### src/sfh_pkg.sv
// ----------------------------------------------------------------------------
// sfh_pkg
// Types, constants and mixing functions of the SuperFastHash stream hasher.
// ----------------------------------------------------------------------------
package sfh_pkg;

    localparam int unsigned WORD_W  = 32;
    localparam int unsigned COUNT_W = 3;
    localparam int unsigned LEN_W   = 31;

    localparam logic [COUNT_W-1:0] CNT_NONE  = 3'd0;
    localparam logic [COUNT_W-1:0] CNT_ONE   = 3'd1;
    localparam logic [COUNT_W-1:0] CNT_TWO   = 3'd2;
    localparam logic [COUNT_W-1:0] CNT_THREE = 3'd3;
    localparam logic [COUNT_W-1:0] CNT_FULL  = 3'd4;

    typedef struct packed {
        logic [WORD_W-1:0]  data_word;
        logic [COUNT_W-1:0] byte_count;
        logic               first_word;
        logic               last_word;
        logic [LEN_W-1:0]   msg_len;
        logic               empty_msg;
    } item_t;

    typedef struct packed {
        logic full;
        logic valid;
    } queue_status_t;

    function automatic logic [WORD_W-1:0] sext8(input logic [7:0] b);
        return {{(WORD_W-8){b[7]}}, b};
    endfunction

    function automatic logic [WORD_W-1:0] mix_word(
        input logic [WORD_W-1:0]  h_in,
        input logic [WORD_W-1:0]  w,
        input logic [COUNT_W-1:0] count
    );
        logic [WORD_W-1:0] h;
        logic [WORD_W-1:0] lo;
        logic [WORD_W-1:0] hi;
        logic [WORD_W-1:0] t;
        h  = h_in;
        lo = {16'h0000, w[15:0]};
        hi = {16'h0000, w[31:16]};
        t  = '0;
        unique case (count)
            CNT_FULL:
            begin
                h = h + lo;
                t = (hi << 11) ^ h;
                h = (h << 16) ^ t;
                h = h + (h >> 11);
            end
            CNT_THREE:
            begin
                h = h + lo;
                h = h ^ (h << 16);
                h = h ^ (sext8(w[23:16]) << 18);
                h = h + (h >> 11);
            end
            CNT_TWO:
            begin
                h = h + lo;
                h = h ^ (h << 11);
                h = h + (h >> 17);
            end
            CNT_ONE:
            begin
                h = h + sext8(w[7:0]);
                h = h ^ (h << 10);
                h = h + (h >> 1);
            end
            default:
            begin
                h = h_in;
            end
        endcase
        return h;
    endfunction

    function automatic logic [WORD_W-1:0] aval_a(input logic [WORD_W-1:0] h_in);
        logic [WORD_W-1:0] h;
        h = h_in ^ (h_in << 3);
        h = h + (h >> 5);
        return h;
    endfunction

    function automatic logic [WORD_W-1:0] aval_b(input logic [WORD_W-1:0] h_in);
        logic [WORD_W-1:0] h;
        h = h_in ^ (h_in << 4);
        h = h + (h >> 17);
        return h;
    endfunction

    function automatic logic [WORD_W-1:0] aval_c(input logic [WORD_W-1:0] h_in);
        logic [WORD_W-1:0] h;
        h = h_in ^ (h_in << 25);
        h = h + (h >> 6);
        return h;
    endfunction

endpackage

### src/sfh_front.sv
// ----------------------------------------------------------------------------
// sfh_front
// Accepts input beats, clamps the byte count and flags empty messages.
// ----------------------------------------------------------------------------
module sfh_front (
    input  logic                        in_valid,
    output logic                        in_stall,
    input  logic [sfh_pkg::WORD_W-1:0]  data_word,
    input  logic [sfh_pkg::COUNT_W-1:0] byte_count,
    input  logic                        first_word,
    input  logic                        last_word,
    input  logic [sfh_pkg::LEN_W-1:0]   msg_len,
    input  sfh_pkg::queue_status_t      q_status,
    output logic                        push,
    output sfh_pkg::item_t              item
);

    logic [sfh_pkg::COUNT_W-1:0] count_clamped;

    always_comb
    begin
        count_clamped = (byte_count > sfh_pkg::CNT_FULL) ? sfh_pkg::CNT_FULL : byte_count;
        item.data_word  = data_word;
        item.byte_count = count_clamped;
        item.first_word = first_word;
        item.last_word  = last_word;
        item.msg_len    = msg_len;
        item.empty_msg  = (count_clamped == sfh_pkg::CNT_NONE)
                        || (first_word && (msg_len == '0));
    end

    assign in_stall = q_status.full;
    assign push     = in_valid && !q_status.full;

endmodule

### src/sfh_queue.sv
// ----------------------------------------------------------------------------
// sfh_queue
// Two-entry queue of classified beats between front and back.
// ----------------------------------------------------------------------------
module sfh_queue (
    input  logic                   clk,
    input  logic                   rst_n,
    input  logic                   push,
    input  sfh_pkg::item_t         push_item,
    input  logic                   pop,
    output sfh_pkg::item_t         head_item,
    output sfh_pkg::queue_status_t q_status
);

    sfh_pkg::item_t entry_reg [2];
    logic           wr_ptr_reg;
    logic           wr_ptr_next;
    logic           rd_ptr_reg;
    logic           rd_ptr_next;
    logic [1:0]     count_reg;
    logic [1:0]     count_next;

    always_comb
    begin
        wr_ptr_next = push ? ~wr_ptr_reg : wr_ptr_reg;
        rd_ptr_next = pop ? ~rd_ptr_reg : rd_ptr_reg;
        count_next  = count_reg + {1'b0, push} - {1'b0, pop};
    end

    always_ff @(posedge clk or negedge rst_n)
    begin
        if (!rst_n)
        begin
            wr_ptr_reg <= 1'b0;
            rd_ptr_reg <= 1'b0;
            count_reg  <= 2'd0;
        end
        else
        begin
            wr_ptr_reg <= wr_ptr_next;
            rd_ptr_reg <= rd_ptr_next;
            count_reg  <= count_next;
        end
    end

    always_ff @(posedge clk)
    begin
        if (push)
        begin
            entry_reg[wr_ptr_reg] <= push_item;
        end
    end

    assign head_item      = entry_reg[rd_ptr_reg];
    assign q_status.full  = count_reg[1];
    assign q_status.valid = (count_reg != 2'd0);

endmodule

### src/sfh_back.sv
// ----------------------------------------------------------------------------
// sfh_back
// Mixing round on the running hash, three-stage avalanche and output register.
// ----------------------------------------------------------------------------
module sfh_back (
    input  logic                       clk,
    input  logic                       rst_n,
    input  sfh_pkg::item_t             head_item,
    input  sfh_pkg::queue_status_t     q_status,
    output logic                       pop,
    output logic                       out_valid,
    input  logic                       out_stall,
    output logic [sfh_pkg::WORD_W-1:0] hash_value
);

    logic                       adv;
    logic [sfh_pkg::WORD_W-1:0] seed;
    logic [sfh_pkg::WORD_W-1:0] mixed;

    logic [sfh_pkg::WORD_W-1:0] hash_reg;
    logic [sfh_pkg::WORD_W-1:0] hash_next;

    logic                       s1_valid_reg;
    logic                       s2_valid_reg;
    logic                       s3_valid_reg;
    logic                       out_valid_reg;
    logic                       s1_empty_reg;
    logic                       s2_empty_reg;
    logic                       s3_empty_reg;
    logic [sfh_pkg::WORD_W-1:0] s1_hash_reg;
    logic [sfh_pkg::WORD_W-1:0] s2_hash_reg;
    logic [sfh_pkg::WORD_W-1:0] s3_hash_reg;
    logic [sfh_pkg::WORD_W-1:0] out_hash_reg;

    assign adv = !(out_valid_reg && out_stall);
    assign pop = q_status.valid && adv;

    always_comb
    begin
        seed      = head_item.first_word ? {1'b0, head_item.msg_len} : hash_reg;
        mixed     = sfh_pkg::mix_word(seed, head_item.data_word, head_item.byte_count);
        hash_next = hash_reg;
        if (pop)
        begin
            hash_next = head_item.last_word ? '0 : mixed;
        end
    end

    always_ff @(posedge clk or negedge rst_n)
    begin
        if (!rst_n)
        begin
            hash_reg      <= '0;
            s1_valid_reg  <= 1'b0;
            s2_valid_reg  <= 1'b0;
            s3_valid_reg  <= 1'b0;
            out_valid_reg <= 1'b0;
        end
        else
        begin
            hash_reg <= hash_next;
            if (adv)
            begin
                s1_valid_reg  <= pop && head_item.last_word;
                s2_valid_reg  <= s1_valid_reg;
                s3_valid_reg  <= s2_valid_reg;
                out_valid_reg <= s3_valid_reg;
            end
        end
    end

    always_ff @(posedge clk)
    begin
        if (adv)
        begin
            s1_hash_reg  <= mixed;
            s1_empty_reg <= head_item.empty_msg;
            s2_hash_reg  <= sfh_pkg::aval_a(s1_hash_reg);
            s2_empty_reg <= s1_empty_reg;
            s3_hash_reg  <= sfh_pkg::aval_b(s2_hash_reg);
            s3_empty_reg <= s2_empty_reg;
            out_hash_reg <= s3_empty_reg ? '0 : sfh_pkg::aval_c(s3_hash_reg);
        end
    end

    assign out_valid  = out_valid_reg;
    assign hash_value = out_hash_reg;

endmodule

### src/superfasthash_stream_hasher.sv
// ----------------------------------------------------------------------------
// superfasthash_stream_hasher
// 32-bit SuperFastHash over messages streamed as little-endian 4-byte words.
// ----------------------------------------------------------------------------
// Takes one word per cycle while in_stall is low and returns one hash per
// message, after the last word has passed the queue entry, the s1, s2 and
// s3 registers and the output register. The running hash is updated by a
// combinational mixing round, so a word may follow in the very next cycle;
// the avalanche runs in a three-stage pipeline behind it, and a two-entry
// queue separates input acceptance from the mixing loop so a stalled output
// holds the input off only once the queue is full.
module superfasthash_stream_hasher (
    input  logic                        clk,
    input  logic                        rst_n,
    input  logic                        in_valid,
    output logic                        in_stall,
    input  logic [sfh_pkg::WORD_W-1:0]  data_word,
    input  logic [sfh_pkg::COUNT_W-1:0] byte_count,
    input  logic                        first_word,
    input  logic                        last_word,
    input  logic [sfh_pkg::LEN_W-1:0]   msg_len,
    output logic                        out_valid,
    input  logic                        out_stall,
    output logic [sfh_pkg::WORD_W-1:0]  hash_value
);

    sfh_pkg::item_t         front_item;
    sfh_pkg::item_t         head_item;
    sfh_pkg::queue_status_t q_status;
    logic                   push;
    logic                   pop;

    sfh_front u_front (
        .in_valid   (in_valid),
        .in_stall   (in_stall),
        .data_word  (data_word),
        .byte_count (byte_count),
        .first_word (first_word),
        .last_word  (last_word),
        .msg_len    (msg_len),
        .q_status   (q_status),
        .push       (push),
        .item       (front_item)
    );

    sfh_queue u_queue (
        .clk       (clk),
        .rst_n     (rst_n),
        .push      (push),
        .push_item (front_item),
        .pop       (pop),
        .head_item (head_item),
        .q_status  (q_status)
    );

    sfh_back u_back (
        .clk        (clk),
        .rst_n      (rst_n),
        .head_item  (head_item),
        .q_status   (q_status),
        .pop        (pop),
        .out_valid  (out_valid),
        .out_stall  (out_stall),
        .hash_value (hash_value)
    );

endmodule

### config.mk
export PLATFORM = sky130hd
export DESIGN_NAME = superfasthash_stream_hasher
export DESIGN_NICKNAME = d
export VERILOG_FILES = /design/src/sfh_pkg.sv /design/src/sfh_front.sv /design/src/sfh_queue.sv /design/src/sfh_back.sv /design/src/superfasthash_stream_hasher.sv
export SDC_FILE = /design/constraint.sdc
export NUM_CORES = 1
export LEC_CHECK = 0
export BUFFER_PORTS_ARGS = -buffer_cell sky130_fd_sc_hd__buf_4
export CORE_MARGIN = 2
export CORE_UTILIZATION = 40
export CTS_CLUSTER_DIAMETER = 80
export DETAILED_ROUTE_END_ITERATION = 7
export MAX_ROUTING_LAYER = met4
export PLACE_DENSITY_LB_ADDON = 0.25
export SLEW_MARGIN = 0
export SYNTH_ARGS = -nofsm -noshare
export SYNTH_HDL_FRONTEND = slang
export SYNTH_SLANG_ARGS = --single-unit
### constraint.sdc
create_clock -name clk -period 13.2 [get_ports clk]
set_clock_uncertainty 0.2 [all_clocks]
set_input_delay 1.32 -clock clk [delete_from_list [all_inputs] [get_ports clk]]
set_output_delay 1.32 -clock clk [all_outputs]
set_load 0.01 [all_outputs]
# Word level (Yosys, flattened, before mapping)
# Memories as Yosys holds them, arrays and structs flattened.
# Index checks and enable logic that the tools add are counted.
totals:
  regBits: 171
  ramBits: 138
  inputBits: 72
  out_inout_bits: 34
  wordCells: 60
  memories: 1
op_classes:
  add_sub_neg: 11
  magnitude_cmp: 1
  eq_ne: 4
  muxes: 6
  bitwise: 11
  n_reduce_logical: 11
mem_list:
  columns: ["name", "words", "width", "read_ports", "rd_clocked_by_memory_dff", "write_ports", "line_no", "text"]
  rows:
  - ["u_queue.entry_reg", 2, 69, 1, 0, 1, "sfh_queue.sv:15", "sfh_pkg::item_t entry_reg [2];"]
op_table:
  columns: ["cell", "n"]
  rows:
  - ["32-bit bitwise XOR", 8]
  - ["32-bit case mux with 4 select lines", 1]
  - ["32-bit by 15-bit adder with 32-bit output", 2]
  - ["32-bit by 21-bit adder with 32-bit output", 2]
  - ["32-bit 2-to-1 mux", 2]
  - ["32-bit by 16-bit adder with 32-bit output", 1]
  - ["32-bit by 26-bit adder with 32-bit output", 1]
  - ["32-bit by 27-bit adder with 32-bit output", 1]
  - ["32-bit by 31-bit adder with 32-bit output", 1]
  - ["32-bit adder", 1]
  - ["27-bit by 32-bit bitwise XOR with 32-bit output", 1]
  - ["31-bit zero test", 1]
  - ["3-bit by 2-bit == test with 1-bit output, second input constant", 2]
  - ["1-bit logical AND", 5]
  - ["3-bit by 1-bit == test with 1-bit output, second input constant", 1]
  - ["3-bit == test, second input constant", 1]
  - ["3-bit greater-than comparator, second input constant", 1]
  - ["3-bit zero test", 1]
  - ["3-bit 2-to-1 mux", 1]
  - ["2-bit by 1-bit adder with 2-bit output", 1]
  - ["1-bit zero test", 2]
  - ["1-bit 2-to-1 mux", 2]
  - ["1-bit NOT", 2]
  - ["2-bit nonzero test", 1]
  - ["2 further kinds", 2]

# Logic depth before layout (Yosys ltp)
# An unclocked memory read counts as a cell.
depth:
  ltp_word: 8
  depth_mapped: 37
  depth_no_buf: 31

# Modules after synthesis
# A second synthesis with hierarchy kept.
hier_totals:
  hier_cells: 2460
  hier_area_um2: 25550.8
by_module_without_submodules:
  columns: ["module", "n_inst", "cells_each", "area_each_um2", "seq_area_each_um2"]
  rows:
  - ["sfh_back", 1, 2149, 19402.4, 4834.6]
  - ["sfh_queue", 1, 230, 5531.6, 4244.1]
  - ["sfh_front", 1, 81, 616.8, 0.0]

# Worst setup path before layout
# No wires, ideal clock.
synth_path:
  path_type: "flip-flop to flip-flop"
  startpoint: "reg u_queue.rd_ptr_reg"
  endpoint: "reg u_back.s1_hash_reg[26] (netlist bit), data pin"
  setup_ns: 0.273
  arrival_time_ns: 8.055
  t_required_ns: 12.727
  slack_ns: 4.672
  stages_incl_launch_ff: 32
  n_path_buf: 8
  synth_period_minus_slack_ns: 8.528
  cell_sequence: "dfrtp_1 -> buf_2 -> buf_2 -> buf_2 -> buf_2 -> clkbuf_1 -> clkbuf_1 -> buf_1 -> mux2_2 -> ha_1 -> buf_4 -> nand4_1 -> or2_2 -> or4b_1 -> nand3b_1 -> a31oi_1 -> xnor2_1 -> xnor2_1 -> ha_1 -> o21ai_0 -> o211ai_1 -> and3_1 -> a31o_2 -> a221o_1 -> a31oi_1 -> o31a_1 -> or3_1 -> nor3b_1 -> xnor2_1 -> o22ai_1 -> a2111oi_0 -> nor2_1"
synth_between:
  elab_chain_len: 7
  word_cells_on_any_way: 19
  classes_between: "6 x add/sub; 4 x eq/ne; 2 x mux; 6 x bitwise; 1 x memory"
synth_lines:
  columns: ["item", "line_no", "text"]
  rows:
  - ["start, declared", "sfh_queue.sv:18", "logic rd_ptr_reg;"]
  - ["start signal, assigned", "sfh_queue.sv:41", "rd_ptr_reg <= rd_ptr_next;"]
  - ["memory read 2 x 69 bit *", null, null]
  - ["32-bit 2-to-1 mux", "sfh_back.sv:40", "seed = head_item.first_word ? {1'b0, head_item.msg_len} : hash_reg;"]
  - ["32-bit by 16-bit adder with 32-bit output", "sfh_pkg.sv:51, sfh_pkg.sv:58, sfh_pkg.sv:65", null]
  - ["32-bit bitwise XOR or 27-bit by 32-bit bitwise XOR with 32-bit output (tied branches)", "sfh_pkg.sv:59, sfh_pkg.sv:52", null]
  - ["32-bit bitwise XOR, on equally long branches", "sfh_pkg.sv:60, sfh_pkg.sv:53", null]
  - ["32-bit by 21-bit adder with 32-bit output, on equally long branches", "sfh_pkg.sv:61, sfh_pkg.sv:54", null]
  - ["32-bit case mux with 4 select lines *", "sfh_pkg.sv:48", "unique case (count)"]
  - ["net u_back.mixed, one bit", "sfh_back.sv:18", "logic [sfh_pkg::WORD_W-1:0] mixed;"]
  - ["end signal, assigned", "sfh_back.sv:76", "s1_hash_reg <= mixed;"]
  - ["end, declared", "sfh_back.sv:30", "logic [sfh_pkg::WORD_W-1:0] s1_hash_reg;"]
# The timed path passes the listed nets; every way through them passes the cells marked *.
# A chain may end at the register's enable or synchronous reset.

# Final worst setup path
# Ends and elaborated chain as after synthesis.

==> key figures <==
Critical path
  – Launching element type of the critical path: flip-flop
  – R2r worst-path depth: 25
  – WS Path Type: reg -> reg
  – Reg2reg setup slack: 3.33 ns
  – CP arrival: approximately 10 ns
  – CP delay by family, top: compound AO/OA/AOI/OAI gates
  – Cell mode on critical path: xnor2_1
  – Slowest CP cell: o21ai_0
  – Req. time, crit path: 13.27 ns
  – R2R Path End: u_back.s1_hash_reg[26]
  – CP Capture Type: flip-flop
  – Crit path largest cell delay: 1.01 ns
  – Buf/Inv on CP: 1
  – R2R Path Start: u_queue.rd_ptr_reg
  – Critical path peak fanout: 63

Logic synthesis
  – Yosys cell types: 97
  – Ranking of synthesized cells by area: edfxtp_1, ha_1, xnor2_1
  – Main synth FF type: edfxtp_1
  – Synthesized cell area: 24100 µm²
  – Area leader, netlist: edfxtp_1
  – #FFs+latches synth: slightly above 300
  – Post-Synthesis Cells: 2348
  – Warnings from Yosys: 0
  – Share of flip-flops with an asynchronous set or reset: 0.129
  – Syn Area/Cell: 10.3 µm²
  – Post-synth EDFFs: 269
  – Register area share after synthesis: 0.377
  – Top-area cell type share of the netlist area: 0.335
  – Net Count, Synth: 2627

Hold path
  – Hold path endpoint: u_back.s2_empty_reg
  – Worst Hold Class: reg -> reg
  – Min-delay src: u_back.s1_empty_reg
  – Hold Path Stages: 0

Status
  – Status: finished, violations left
  – Failing checks: slew limit

Global route
  – Vias in the first global route: 18900
  – Wire length of the first global-routing pass: 120000 µm
  – GR Overflow Total: 0
  – Largest net degree at the start of global routing: 98
  – Total track usage: 0.266
  – Initial antenna violation count: 3

Layout
  – Final Util: 0.457
  – Layout cells sized above 1: 0.112
  – Area growth syn-to-layout: 12.6%
  – FILL cells: approximately 5600
  – Max reg flops: 138
  – Final #Nets: 2750

STA
  – Setup TNS: 0 ns
  – RSZ-0062 raised after global routing: false
  – Slew headroom: -0.0161
  – Tcrit/Tclk final: 0.748
  – Final Worst Setup Slack: approximately 3.3 ns
  – Count of final hold-check violations: 0
  – Final min period: 9.87 ns
  – Fmax: 101 MHz
  – Fin. max-slew vios: 2
  – Final setup vio count: 0
  – Worst Tran Pin Value: 1.52 ns

Drt
  – Antenna viol nets, final: 0
  – DRT Wirelength: 81500 µm
  – Initial DRC Count: 1822
  – Drt pass-1 iters: 6
  – Via Count: 19100
  – Drt via density: around 5.8
  – Drt drc: 0
  – Drt wl/cell: 24.9 µm

Clocking
  – Later-pin clock latency in the skew report: between 0.5 and 0.6 ns
  – CTS tree: yes
  – CTS Hold Buffers Added: 0
  – CTS H-Tree Depth: 2
  – CTS sink cnt: 309
  – Clock buffer depth: 3
  – Post-CTS Resized: 0
  – Postcts setup bufs: 0
  – Clock root buffer master: clkbuf_16
  – CTS buffer count: 37
  – CTS clk-pin slew, worst paths: about 0.060 ns

Floorplan
  – Die X: between 200 and 250 µm
  – Site Rows: 89
  – Height of the chip: around 250 µm
  – Core ar.: 59400 µm²
  – I/O Pins: 106
  – Die area: between 60000 and 70000 µm²
  – Starting density of the core: 0.406

Placement
  – Port Buffers: around 110
  – Placement Setup Slack: 3.61 ns
  – Detailed placement HPWL: roughly 65000 µm
  – Gpl congestion: approximately 1.0

Run
  – Max-Cap Viols: 0
[kinds of logic (layout without fill, tap and decap cells)]
group,after synthesis,after routing,synth area share
buf+inv,137,289,0.0240
compound gates,621,621,0.175
other cells,0,3,0
simple gates,599,599,0.124
fa+ha+maj,207,207,0.110
flops,309,309,0.377
xor+xnor,376,376,0.146
mux,99,99,0.0438
[how the worst max path moves through the flow]
| stage | start | end | cells past startpoint |
|---|---|---|---|
| 2_1_floorplan | u_queue.rd_ptr_reg | u_back.s1_hash_reg[26] | 31 |
| 3_3_place_gp | u_queue.rd_ptr_reg | u_back.s1_hash_reg[26] | 25 |
| 3_5_place_dp | u_queue.rd_ptr_reg | u_back.s1_hash_reg[26] | 25 |
| 4_1_cts | u_queue.rd_ptr_reg | u_back.s1_hash_reg[26] | 25 |
| 5_1_grt | u_queue.rd_ptr_reg | u_back.s1_hash_reg[26] | 25 |
| 6_report | u_queue.rd_ptr_reg | u_back.s1_hash_reg[26] | 25 |
[metal layers]
| metal | global-route usage | wire length [µm] | part of all wire |
|---|---|---|---|
| met1 | 0.343 | 35400 | 0.44 |
| met2 | 0.413 | 37000 | 0.45 |
| met3 | 0.0422 | 5100 | 0.063 |
| met4 | 0.114 | 3880 | 0.048 |
| met5 | - | 0 | 0 |
[area by class of cell]
cell class | count | area, µm² | share of cell area
inverter | 85 | 319 | 0.0118
clock inverter | 21 | 223 | 0.00820
clock buffer | 47 | 1000 | 0.0370
antenna | 3 | 7.51 | 0.000276
sequential | 309 | 9080 | 0.335
multi-input combinational | 1902 | 14500 | 0.535
tap | 773 | 967 | 0.0356
timing repair buffer | 136 | 1020 | 0.0376
[Yosys cell counts, drive strengths merged (40+ instances only)]
master,n
edfxtp,269
nor2,170
nor3,49
nand2,140
xor2,157
inv,85
nand3,44
o21ai,101
a21oi,154
dfrtp,40
xnor2,205
o21a,40
mux2i,76
a21o,82
ha,199
[metrics by stage]
step                      cell area, µm²  cells  hold slack [ns]
after detailed placement           25900   3205            0.236
after CTS                          27100   3273            0.243
after global placement             25900   3205            0.213
after floorplan                    24100   2348            0.200
after global routing               27200   3276            0.243
final                              27200   3276            0.238
[placed cells by master (no fill, tap or decap), types with 31 or more instances in the layout]
master / netlist / layout
a21o_1: 82 / 82
a21oi_1: 154 / 154
a22o_1: 31 / 31
buf_4: 1 / 136
clkbuf_16: 0 / 37
dfrtp_1: 40 / 39
edfxtp_1: 269 / 269
ha_1: 199 / 199
inv_1: 84 / 84
mux2i_1: 69 / 67
nand2_1: 140 / 139
nand3_1: 44 / 44
nor2_1: 170 / 168
nor3_1: 48 / 48
o21a_1: 40 / 40
o21ai_0: 98 / 97
xnor2_1: 205 / 201
xor2_1: 153 / 153
Power is not shown: default switching activity piles up to over one toggle a cycle in this logic, so the estimate is an artifact.
